==> config.mk <==
export PLATFORM = sky130hd
export DESIGN_NAME = audio_feedback_rate_controller
export DESIGN_NICKNAME = d
export VERILOG_FILES = /design/src/rtl/afrc_pkg.sv /design/src/rtl/afrc_measure.sv /design/src/rtl/afrc_core.sv /design/src/rtl/audio_feedback_rate_controller.sv
export VERILOG_INCLUDE_DIRS = /design/src /design/src/rtl
export SDC_FILE = /design/constraint.sdc
export NUM_CORES = 1
export LEC_CHECK = 0
export ABC_CLOCK_PERIOD_IN_PS = 6700
export CAP_MARGIN = 25
export CELL_PAD_IN_SITES_DETAIL_PLACEMENT = 1
export CELL_PAD_IN_SITES_GLOBAL_PLACEMENT = 2
export CORE_ASPECT_RATIO = 0.7
export CORE_MARGIN = 3
export CORE_UTILIZATION = 41
export CTS_CLUSTER_SIZE = 24
export DETAILED_ROUTE_END_ITERATION = 10
export DONT_BUFFER_PORTS = 1
export PLACE_DENSITY_LB_ADDON = 0.08
export SYNTH_ARGS = -nofsm -noshare
export SYNTH_HDL_FRONTEND = slang
export SYNTH_SLANG_ARGS = --single-unit
==> constraint.sdc <==
create_clock -name clk -period 6.7 [get_ports clk]
set_clock_uncertainty 0.05 [all_clocks]
set_input_delay 0.67 -clock clk [delete_from_list [all_inputs] [get_ports clk]]
set_output_delay 0.67 -clock clk [all_outputs]
set_load 0.03 [all_outputs]
==> src/rtl/audio_feedback_rate_controller_defines.svh <==
// Assertion macros for the feedback rate controller.
`ifndef AUDIO_FEEDBACK_RATE_CONTROLLER_DEFINES_SVH
`define AUDIO_FEEDBACK_RATE_CONTROLLER_DEFINES_SVH

`ifndef SYNTHESIS
`define AFRC_ASSERT_IMP(label, ante, cons) \
    label: assert property (@(posedge clk) disable iff (!rst_n) (ante) |-> (cons)) \
        else $error("afrc: implication check failed");
`define AFRC_ASSERT_NXT(label, ante, cons) \
    label: assert property (@(posedge clk) disable iff (!rst_n) (ante) |=> (cons)) \
        else $error("afrc: next-cycle check failed");
`else
`define AFRC_ASSERT_IMP(label, ante, cons)
`define AFRC_ASSERT_NXT(label, ante, cons)
`endif

`endif

==> src/rtl/afrc_pkg.sv <==
`default_nettype none

package afrc_pkg;

    localparam int BUFFER_SIZE_DEFAULT = 16384;
    localparam int RATE_LOG2_DEFAULT   = 2;

    localparam int CMD_W    = 3;
    localparam int SIZE_W   = 10;
    localparam int POS_W    = 14;
    localparam int ALT_W    = 8;
    localparam int FB_W     = 24;
    localparam int MARGIN_W = 13;
    localparam int FC_W     = 9;
    localparam int CFG_IDX_W = 2;

    localparam logic [CMD_W-1:0] CMD_PACKET     = 3'd0;
    localparam logic [CMD_W-1:0] CMD_SOF        = 3'd1;
    localparam logic [CMD_W-1:0] CMD_FB_SENT    = 3'd2;
    localparam logic [CMD_W-1:0] CMD_INCOMPLETE = 3'd3;
    localparam logic [CMD_W-1:0] CMD_SET_ALT    = 3'd4;

    localparam logic [CFG_IDX_W-1:0] CFG_NOMINAL = 2'd0;
    localparam logic [CFG_IDX_W-1:0] CFG_MARGIN  = 2'd1;

    localparam logic [FB_W-1:0]     NOMINAL_RESET = 24'hC0000;
    localparam logic [MARGIN_W-1:0] MARGIN_RESET  = 13'd2000;
    localparam logic [FB_W-1:0]     FB_NUDGE      = 24'd256;
    localparam int                  FB_SCALE_SHIFT = 4;
    localparam logic [ALT_W-1:0]    ALT_MAX       = 8'd1;

    typedef struct packed {
        logic [CMD_W-1:0]  command;
        logic [SIZE_W-1:0] packet_size;
        logic [POS_W-1:0]  dma_position;
        logic              frame_parity;
        logic [ALT_W-1:0]  alt_value;
    } item_t;

    typedef struct packed {
        logic              send_feedback;
        logic [FB_W-1:0]   feedback_word;
        logic              start_playback;
        logic [POS_W-1:0]  write_position;
        logic              flush_sync;
        logic              request_error;
    } result_t;

    typedef struct packed {
        logic [FB_W-1:0] feedback;
        logic            speed_up;
        logic            slow_down;
    } meas_t;

endpackage

`default_nettype wire

==> src/rtl/afrc_measure.sv <==
`default_nettype none

module afrc_measure
    import afrc_pkg::*;
#(
    parameter int BUFFER_SIZE = BUFFER_SIZE_DEFAULT,
    parameter int RATE_LOG2   = RATE_LOG2_DEFAULT
)
(
    input  wire logic [$clog2(BUFFER_SIZE)-1:0] dma,
    input  wire logic [$clog2(BUFFER_SIZE)-1:0] last_read,
    input  wire logic [$clog2(BUFFER_SIZE)-1:0] write_pointer,
    input  wire logic [MARGIN_W-1:0]            margin,
    input  wire logic                           speed_up,
    input  wire logic                           slow_down,
    output meas_t                               meas
);

    localparam int PW       = $clog2(BUFFER_SIZE);
    localparam int DW       = PW + 1;
    localparam int CMP_W    = PW + 3;
    localparam int FB_SHIFT = 8 - RATE_LOG2;
    localparam logic [DW-1:0] BUF_END = DW'(BUFFER_SIZE);
    localparam logic signed [CMP_W-1:0] HALF_S = CMP_W'(BUFFER_SIZE / 2);

    logic [DW-1:0]           delta;
    logic [DW-1:0]           diff;
    logic [FB_W-1:0]         fb_base;
    logic [FB_W-1:0]         fb_adj;
    logic signed [CMP_W-1:0] diff_s;
    logic signed [CMP_W-1:0] margin_s;
    logic signed [CMP_W-1:0] lo_s;
    logic signed [CMP_W-1:0] hi_s;
    logic                    su;
    logic                    sd;

    always_comb
    begin
        if (dma > last_read)
        begin
            delta = DW'(dma) - DW'(last_read);
        end
        else
        begin
            delta = BUF_END - DW'(last_read) + DW'(dma);
        end
        fb_base = FB_W'(delta) << FB_SHIFT;

        if (dma < write_pointer)
        begin
            diff = DW'(write_pointer) - DW'(dma);
        end
        else
        begin
            diff = BUF_END - DW'(dma) + DW'(write_pointer);
        end

        diff_s   = signed'(CMP_W'(diff));
        margin_s = signed'(CMP_W'(margin));
        lo_s     = HALF_S - margin_s;
        hi_s     = HALF_S + margin_s;

        su = (diff_s < lo_s) || ((diff_s < HALF_S) && speed_up);
        sd = (diff_s > hi_s) || ((diff_s > HALF_S) && slow_down);

        if (su)
        begin
            fb_adj = fb_base + FB_NUDGE;
        end
        else if (sd)
        begin
            fb_adj = fb_base - FB_NUDGE;
        end
        else
        begin
            fb_adj = fb_base;
        end

        meas.feedback  = fb_adj << FB_SCALE_SHIFT;
        meas.speed_up  = su;
        meas.slow_down = sd;
    end

endmodule

`default_nettype wire

==> src/rtl/afrc_core.sv <==
`default_nettype none

module afrc_core
    import afrc_pkg::*;
#(
    parameter int BUFFER_SIZE = BUFFER_SIZE_DEFAULT,
    parameter int RATE_LOG2   = RATE_LOG2_DEFAULT
)
(
    input  wire logic                 clk,
    input  wire logic                 rst_n,
    input  wire logic                 cfg_we,
    input  wire logic [CFG_IDX_W-1:0] cfg_index,
    input  wire logic [FB_W-1:0]      cfg_data,
    input  wire logic                 step,
    input  wire item_t                item,
    output result_t                   result
);

    localparam int PW   = $clog2(BUFFER_SIZE);
    localparam int DW   = PW + 1;
    localparam int MW   = PW + 2;
    localparam int SUBS = (2 ** POS_W - 1) / BUFFER_SIZE;
    localparam logic [DW-1:0] BUF_END  = DW'(BUFFER_SIZE);
    localparam logic [MW-1:0] BUF_MOD  = MW'(BUFFER_SIZE);
    localparam logic [PW-1:0] HALF_PTR = PW'(BUFFER_SIZE / 2);
    localparam logic [FC_W-1:0] FRAME_TARGET = FC_W'(1) << RATE_LOG2;

    function automatic logic [PW-1:0] wrap_dma(input logic [POS_W-1:0] pos);
        logic [MW-1:0] v;
        v = MW'(pos);
        for (int i = 0; i < SUBS; i++)
        begin
            if (v >= BUF_MOD)
            begin
                v = v - BUF_MOD;
            end
        end
        return PW'(v);
    endfunction

    logic [FB_W-1:0]     nominal_reg;
    logic [MARGIN_W-1:0] margin_reg;
    logic                active_reg, active_next;
    logic                playing_reg, playing_next;
    logic [PW-1:0]       wp_reg, wp_next;
    logic [FB_W-1:0]     fb_reg, fb_next;
    logic [FC_W-1:0]     fc_reg, fc_next;
    logic [PW-1:0]       last_reg, last_next;
    logic                su_reg, su_next;
    logic                sd_reg, sd_next;
    logic                pend_reg, pend_next;
    logic                flight_reg, flight_next;
    logic                parity_reg, parity_next;

    logic [PW-1:0]   dma;
    logic [DW-1:0]   wp_sum;
    logic [FC_W-1:0] fc_inc;
    logic            want;
    logic            tx;
    logic            start;
    logic            flush;
    logic            err;
    meas_t           meas;

    assign dma = wrap_dma(item.dma_position);

    afrc_measure #(
        .BUFFER_SIZE (BUFFER_SIZE),
        .RATE_LOG2   (RATE_LOG2)
    ) u_measure (
        .dma           (dma),
        .last_read     (last_reg),
        .write_pointer (wp_reg),
        .margin        (margin_reg),
        .speed_up      (su_reg),
        .slow_down     (sd_reg),
        .meas          (meas)
    );

    always_comb
    begin
        active_next  = active_reg;
        playing_next = playing_reg;
        wp_next      = wp_reg;
        fb_next      = fb_reg;
        fc_next      = fc_reg;
        last_next    = last_reg;
        su_next      = su_reg;
        sd_next      = sd_reg;
        pend_next    = pend_reg;
        flight_next  = flight_reg;
        parity_next  = parity_reg;
        tx           = 1'b0;
        start        = 1'b0;
        flush        = 1'b0;
        err          = 1'b0;
        wp_sum       = DW'(wp_reg) + DW'(item.packet_size);
        fc_inc       = fc_reg + FC_W'(1);
        want         = (item.alt_value == ALT_MAX);

        case (item.command)
            CMD_PACKET:
            begin
                if (wp_sum >= BUF_END)
                begin
                    wp_next = PW'(wp_sum - BUF_END);
                end
                else
                begin
                    wp_next = PW'(wp_sum);
                end
                if (!playing_reg && (wp_next >= HALF_PTR))
                begin
                    playing_next = 1'b1;
                    flight_next  = 1'b0;
                    start        = 1'b1;
                end
            end
            CMD_SOF:
            begin
                if (active_reg)
                begin
                    fc_next = fc_inc;
                    if (fc_inc == FRAME_TARGET)
                    begin
                        fc_next = '0;
                        if (playing_reg)
                        begin
                            last_next = dma;
                            fb_next   = meas.feedback;
                            su_next   = meas.speed_up;
                            sd_next   = meas.slow_down;
                        end
                        pend_next = 1'b1;
                    end
                    if (!flight_reg && pend_next && (parity_reg == item.frame_parity))
                    begin
                        tx          = 1'b1;
                        flight_next = 1'b1;
                    end
                end
                else
                begin
                    last_next = dma;
                    fc_next   = '0;
                end
            end
            CMD_FB_SENT:
            begin
                flight_next = 1'b0;
                pend_next   = 1'b0;
                fc_next     = FC_W'(1);
            end
            CMD_INCOMPLETE:
            begin
                if (flight_reg && (parity_reg != item.frame_parity))
                begin
                    flight_next = 1'b0;
                    pend_next   = 1'b1;
                    parity_next = item.frame_parity;
                    flush       = 1'b1;
                end
            end
            CMD_SET_ALT:
            begin
                if (item.alt_value <= ALT_MAX)
                begin
                    if (want != active_reg)
                    begin
                        active_next = want;
                        fb_next     = nominal_reg;
                        if (!want)
                        begin
                            flight_next  = 1'b1;
                            playing_next = 1'b0;
                            wp_next      = '0;
                        end
                        else
                        begin
                            flight_next = 1'b0;
                            pend_next   = 1'b1;
                        end
                    end
                    flush = 1'b1;
                end
                else
                begin
                    err = 1'b1;
                end
            end
            default:
            begin
            end
        endcase

        result.send_feedback  = tx;
        result.feedback_word  = fb_next;
        result.start_playback = start;
        result.write_position = POS_W'(wp_next);
        result.flush_sync     = flush;
        result.request_error  = err;
    end

    always_ff @(posedge clk or negedge rst_n)
    begin
        if (!rst_n)
        begin
            nominal_reg <= NOMINAL_RESET;
            margin_reg  <= MARGIN_RESET;
        end
        else if (cfg_we)
        begin
            case (cfg_index)
                CFG_NOMINAL: nominal_reg <= cfg_data;
                CFG_MARGIN:  margin_reg  <= cfg_data[MARGIN_W-1:0];
                default:
                begin
                end
            endcase
        end
    end

    always_ff @(posedge clk or negedge rst_n)
    begin
        if (!rst_n)
        begin
            active_reg  <= 1'b0;
            playing_reg <= 1'b0;
            wp_reg      <= '0;
            fb_reg      <= NOMINAL_RESET;
            fc_reg      <= '0;
            last_reg    <= '0;
            su_reg      <= 1'b0;
            sd_reg      <= 1'b0;
            pend_reg    <= 1'b0;
            flight_reg  <= 1'b1;
            parity_reg  <= 1'b0;
        end
        else if (step)
        begin
            active_reg  <= active_next;
            playing_reg <= playing_next;
            wp_reg      <= wp_next;
            fb_reg      <= fb_next;
            fc_reg      <= fc_next;
            last_reg    <= last_next;
            su_reg      <= su_next;
            sd_reg      <= sd_next;
            pend_reg    <= pend_next;
            flight_reg  <= flight_next;
            parity_reg  <= parity_next;
        end
    end

endmodule

`default_nettype wire

==> src/rtl/audio_feedback_rate_controller.sv <==
`default_nettype none
`include "audio_feedback_rate_controller_defines.svh"

// Rate-feedback controller for an asynchronous USB audio sink. Each input
// transaction carries one event (packet received, start of frame, feedback
// sent, incomplete iso IN, set alternate setting) and yields exactly one
// result transaction with the event flags, the current 24-bit feedback word
// and the ring-buffer write position. One transaction is taken per cycle while item_stall is low.
// The edge that accepts an event loads the input register, and the next
// edge at which the result register is free loads its result. All event
// processing is done in the single logic stage between the two registers.
// The result register lets the next event enter while a result is
// stalled.
// Configuration writes (nominal feedback word, fill margin) take effect on
// the next event and must be made while no event is in flight.
module audio_feedback_rate_controller
    import afrc_pkg::*;
#(
    parameter int BUFFER_SIZE = BUFFER_SIZE_DEFAULT,
    parameter int RATE_LOG2   = RATE_LOG2_DEFAULT
)
(
    input  wire logic                 clk,
    input  wire logic                 rst_n,
    input  wire logic                 cfg_we,
    input  wire logic [CFG_IDX_W-1:0] cfg_index,
    input  wire logic [FB_W-1:0]      cfg_data,
    input  wire logic                 item_valid,
    output logic                      item_stall,
    input  wire item_t                item,
    output logic                      result_valid,
    input  wire logic                 result_stall,
    output result_t                   result
);

    item_t   item_reg;
    logic    item_valid_reg;
    result_t result_reg;
    logic    result_valid_reg;
    result_t core_result;
    logic    advance;
    logic [3:0] result_flags;

    assign advance    = item_valid_reg && (!result_valid_reg || !result_stall);
    assign item_stall = item_valid_reg && !advance;

    afrc_core #(
        .BUFFER_SIZE (BUFFER_SIZE),
        .RATE_LOG2   (RATE_LOG2)
    ) u_core (
        .clk       (clk),
        .rst_n     (rst_n),
        .cfg_we    (cfg_we),
        .cfg_index (cfg_index),
        .cfg_data  (cfg_data),
        .step      (advance),
        .item      (item_reg),
        .result    (core_result)
    );

    always_ff @(posedge clk or negedge rst_n)
    begin
        if (!rst_n)
        begin
            item_valid_reg <= 1'b0;
        end
        else if (!item_stall)
        begin
            item_valid_reg <= item_valid;
        end
    end

    always_ff @(posedge clk)
    begin
        if (!item_stall)
        begin
            item_reg <= item;
        end
    end

    always_ff @(posedge clk or negedge rst_n)
    begin
        if (!rst_n)
        begin
            result_valid_reg <= 1'b0;
        end
        else if (advance)
        begin
            result_valid_reg <= 1'b1;
        end
        else if (!result_stall)
        begin
            result_valid_reg <= 1'b0;
        end
    end

    always_ff @(posedge clk)
    begin
        if (advance)
        begin
            result_reg <= core_result;
        end
    end

    assign result_valid = result_valid_reg;
    assign result       = result_reg;

    assign result_flags = {result_reg.send_feedback, result_reg.start_playback,
                           result_reg.flush_sync, result_reg.request_error};

    `AFRC_ASSERT_IMP(a_stall_has_item, item_stall, item_valid_reg)
    `AFRC_ASSERT_IMP(a_empty_out_no_stall, !result_valid_reg, !item_stall)
    `AFRC_ASSERT_NXT(a_advance_fills_out, advance, result_valid_reg)
    `AFRC_ASSERT_IMP(a_single_event_flag, result_valid_reg, $onehot0(result_flags))

endmodule

`default_nettype wire

==> results.txt <==
Max_cap viols - 0
Sw Pwr - 2.253 mW
Post-DP HPWL - 25840 um
Minimum clock period - 6.185 ns
Worst path most repeated cell - a21o_1
Most frequent cell after synthesis - nand2_1
Critical Path RT - 6.86 ns
Reg2Reg Launch Point - item_reg[10]$_DFFE_PN_
Max Root-Sink Buffers - 2
Mapped cell area - 11340 um^2
Cell Pwr Density - 406.1 nW/um^2
Hold WC Path Type - in2async
Main combinational cell family by area after synthesis - compound AO/OA/AOI/OAI gates
Vias/cell - 5.827
DP Cell Count - 1514
Root Driver - clkbuf_16
Routed len/inst - 22.15 um
Number of global-route vias before repair - 9097
Iter 0 DRT Violations - 551
Actual slew at the worst max-slew pin - 0.8846 ns
Post-Synthesis Cells - 1175
Net Sw Frac - 44.73%
Largest stage delay on the critical path - 0.61 ns
Critical-path maximum fanout - 6
Final period util - 92.31%
FILL cells - 3044
Slew Limit Fails - 0
Synth Area in Compound Gates - 17.97%
Logic pwr share - 48.3%
Fmax - 161.7 MHz
Initial antenna violation count - 4
Critical path buffers and inverters - 1
Largest net degree at the start of global routing - 102
DIE WIDTH - 204.8 um
Grt total ovfl - 0
Top_reg_cell synth - dfrtp_1
IO Port Bufs - 0
Synth Area in XOR/XNOR - 3.320%
Mapped Nets - 1312
DR vias - 9032
Cts bufs inserted - 17
GP Congestion - 0.8701
Source of the critical timing path - item_reg[10]$_DFFE_PN_
TritonCTS clock tree - yes
WP data arrival - 6.34 ns
Layout Cells excl Fill - 1550
Share of the synthesized area in the top cell type - 21.18%
# IOs - 111
Max-Slew Margin vs Limit - 40.81%
Leading area contributor after synthesis - dfrtp_1
# rows - 50
Max reg flops - 42
CP Launch Type - register
Status - complete, no violations
Post-synth EDFFs - 78
RSZ-0062 raised after global routing - false
Remaining DRCs - 0
Yosys reg bits - 185
Final Power - 5.037 mW
Internal power - 2.784 mW
Sequential power share - 31.7%
Leak Pwr - 5.158 nW
Ratio of cells with drive above 1 in the final layout - 11.73%
Mux cell area share after synthesis - 5.361%
Post-Route Setup TNS - 0 ns
Core area - 26960 um^2
Synth Warn # - 0
GRT Util Overall - 23.47%
Top delay family on crit path - compound AO/OA/AOI/OAI gates
Full die area - 29730 um^2
Initial cell density of the core - 42.07%
Initial DRT Pass Iterations - 5
Crit end category - register
Detail Route Antenna Nets - 0
Part of the Yosys area used for sequential elements - 44.37%
Crit Path Class - reg2reg
Library cells used by synthesis - 82
DIE HEIGHT - 145.2 um
Sink Count - 185
Total Nets Final - 1309
Final setup vio count - 0
Final WL - 34340 um
Synth Area in Simple Gates - 17.25%
Worst VDD drop - 215.4 uV
Post-synth top cells - nand2_1, dfrtp_1, o21ai_0, edfxtp_1, inv_1
Synth Area in Adders - 7.986%
Clock Latency Late Sink - 0.45 ns
Clock network fraction of total power - 20.1%
Syn avg cell area - 9.654 um^2
Clk slew on worst S/H paths - 0.08 ns
Synth async-reset ratio - 57.84%
Area Overhead vs Synth - 9.342%
Hold Vio Cnt, Final - 0
Synth area leaders - dfrtp_1, edfxtp_1, ha_1, nand2_1, mux2_2
Crit path max-delay cell type - or4_4
CP Cell Sequence - inv_1, ha_1, nand4_1, or4_4, o21ai_1, a21boi_0, o311ai_1, xor2_1, ha_1, a21o_1, a21o_1, a21o_1, a21o_1, a21oi_1, o21ai_0, a21oi_1, and4_1, nor3b_1, o21ai_0, a32oi_1, nand2_1
Number of H-tree levels - 4
Global-route wire length before repair - 54230 um
-- metal layers --
metal,global-route usage [%],up-vias,wire (um)
li1,-,4310,-
met1,35.85,4467,17520
met2,33.58,217,14470
met3,5.741,32,1959
met4,4.778,6,354
met5,0,-,34
-- path summary, 6_finish.rpt --
check	end	cells after the start	slack, ns
min	u_core.nominal_reg[1]$_DFFE_PN0P_	1	0.05
max	result[38]$_DFFE_PP_	21	0.52
min reg2reg	u_core.fb_reg[0]$_DFFE_PN0P_	2	0.43
max reg2reg	result[38]$_DFFE_PP_	21	0.52
min in group clk	item_reg[10]$_DFFE_PN_	0	0.26
max in group asynchronous	u_core.flight_reg$_DFFE_PN1P_	1	5.55
-- cells by family (layout without fill, tap and decap cells) --
logic type / count (synthesis) / count (layout)
AND/OR/NAND/NOR: 407 / 407
AO/OA/AOI/OAI: 306 / 306
flip-flops: 185 / 185
buffers and inverters: 109 / 119
adder cells (fa/ha/maj): 70 / 70
multiplexers: 55 / 55
XOR/XNOR: 43 / 43
other: 0 / 1
-- stage by stage --
step	hold slack [ns]	util, %	cell area [um^2]	setup slack, ns
3_5_place_dp	0.3280	43.62	11760	0.1960
4_1_cts	0.1195	45.92	12380	0.1700
2_1_floorplan	0.3244	-	11340	1.480
6_report	0.04934	46.00	12400	0.5152
5_1_grt	0.08893	45.99	12400	0.07461
3_3_place_gp	0.3271	43.60	11760	0.1644
-- placed cells by master, fill, tap and decap left out, types with 9 or more instances in the layout --
cell type	n
nand2_1	167
dfrtp_1	96
o21ai_0	81
edfxtp_1	78
inv_1	68
nor2_1	64
ha_1	64
a21oi_1	50
mux2_2	46
nand3_1	34
nor3_1	31
xnor2_1	30
a21o_1	22
clkbuf_16	17
nand4_1	16
buf_4	15
o21a_1	14
or3_1	14
a22oi_1	14
o211ai_1	13
xor2_1	13
a211oi_1	13
o31ai_1	11
dfstp_2	11
nand2b_1	10
nor2b_1	9
o21bai_1	9
mux2i_1	9
o21ai_1	9
and3_1	9
and2_1	9
-- area by class of cell --
cell class	instances	area [um^2]	area share (%)
multi-input combinational	881	5914	47.69
sequential	185	5034	40.58
tap	364	455.4	3.672
clock buffer	17	425.4	3.430
inverter	69	260.3	2.098
clock inverter	15	156.4	1.261
timing repair buffer	18	155.1	1.251
antenna	1	2.502	0.02018
-- what timing repair did --
item / CTS / global route
buffers inserted: 0 / 1
setup endpoints to repair: 0 / 12
hold buffers: 2 / 0
gates resized for setup: 0 / 5
endpoints found under the hold margin: 101 / 0
-- power by group through the flow --
stage,clock network (mW),registers (mW),logic (mW)
floorplan,0,1.56,1.71
detailed placement,0,1.62,2.36
global route,1.09,1.62,2.70
finish,1.01,1.60,2.43
CTS,1.04,1.60,2.41
global placement,0,1.61,2.36
Power figures use the tool's default switching activity.
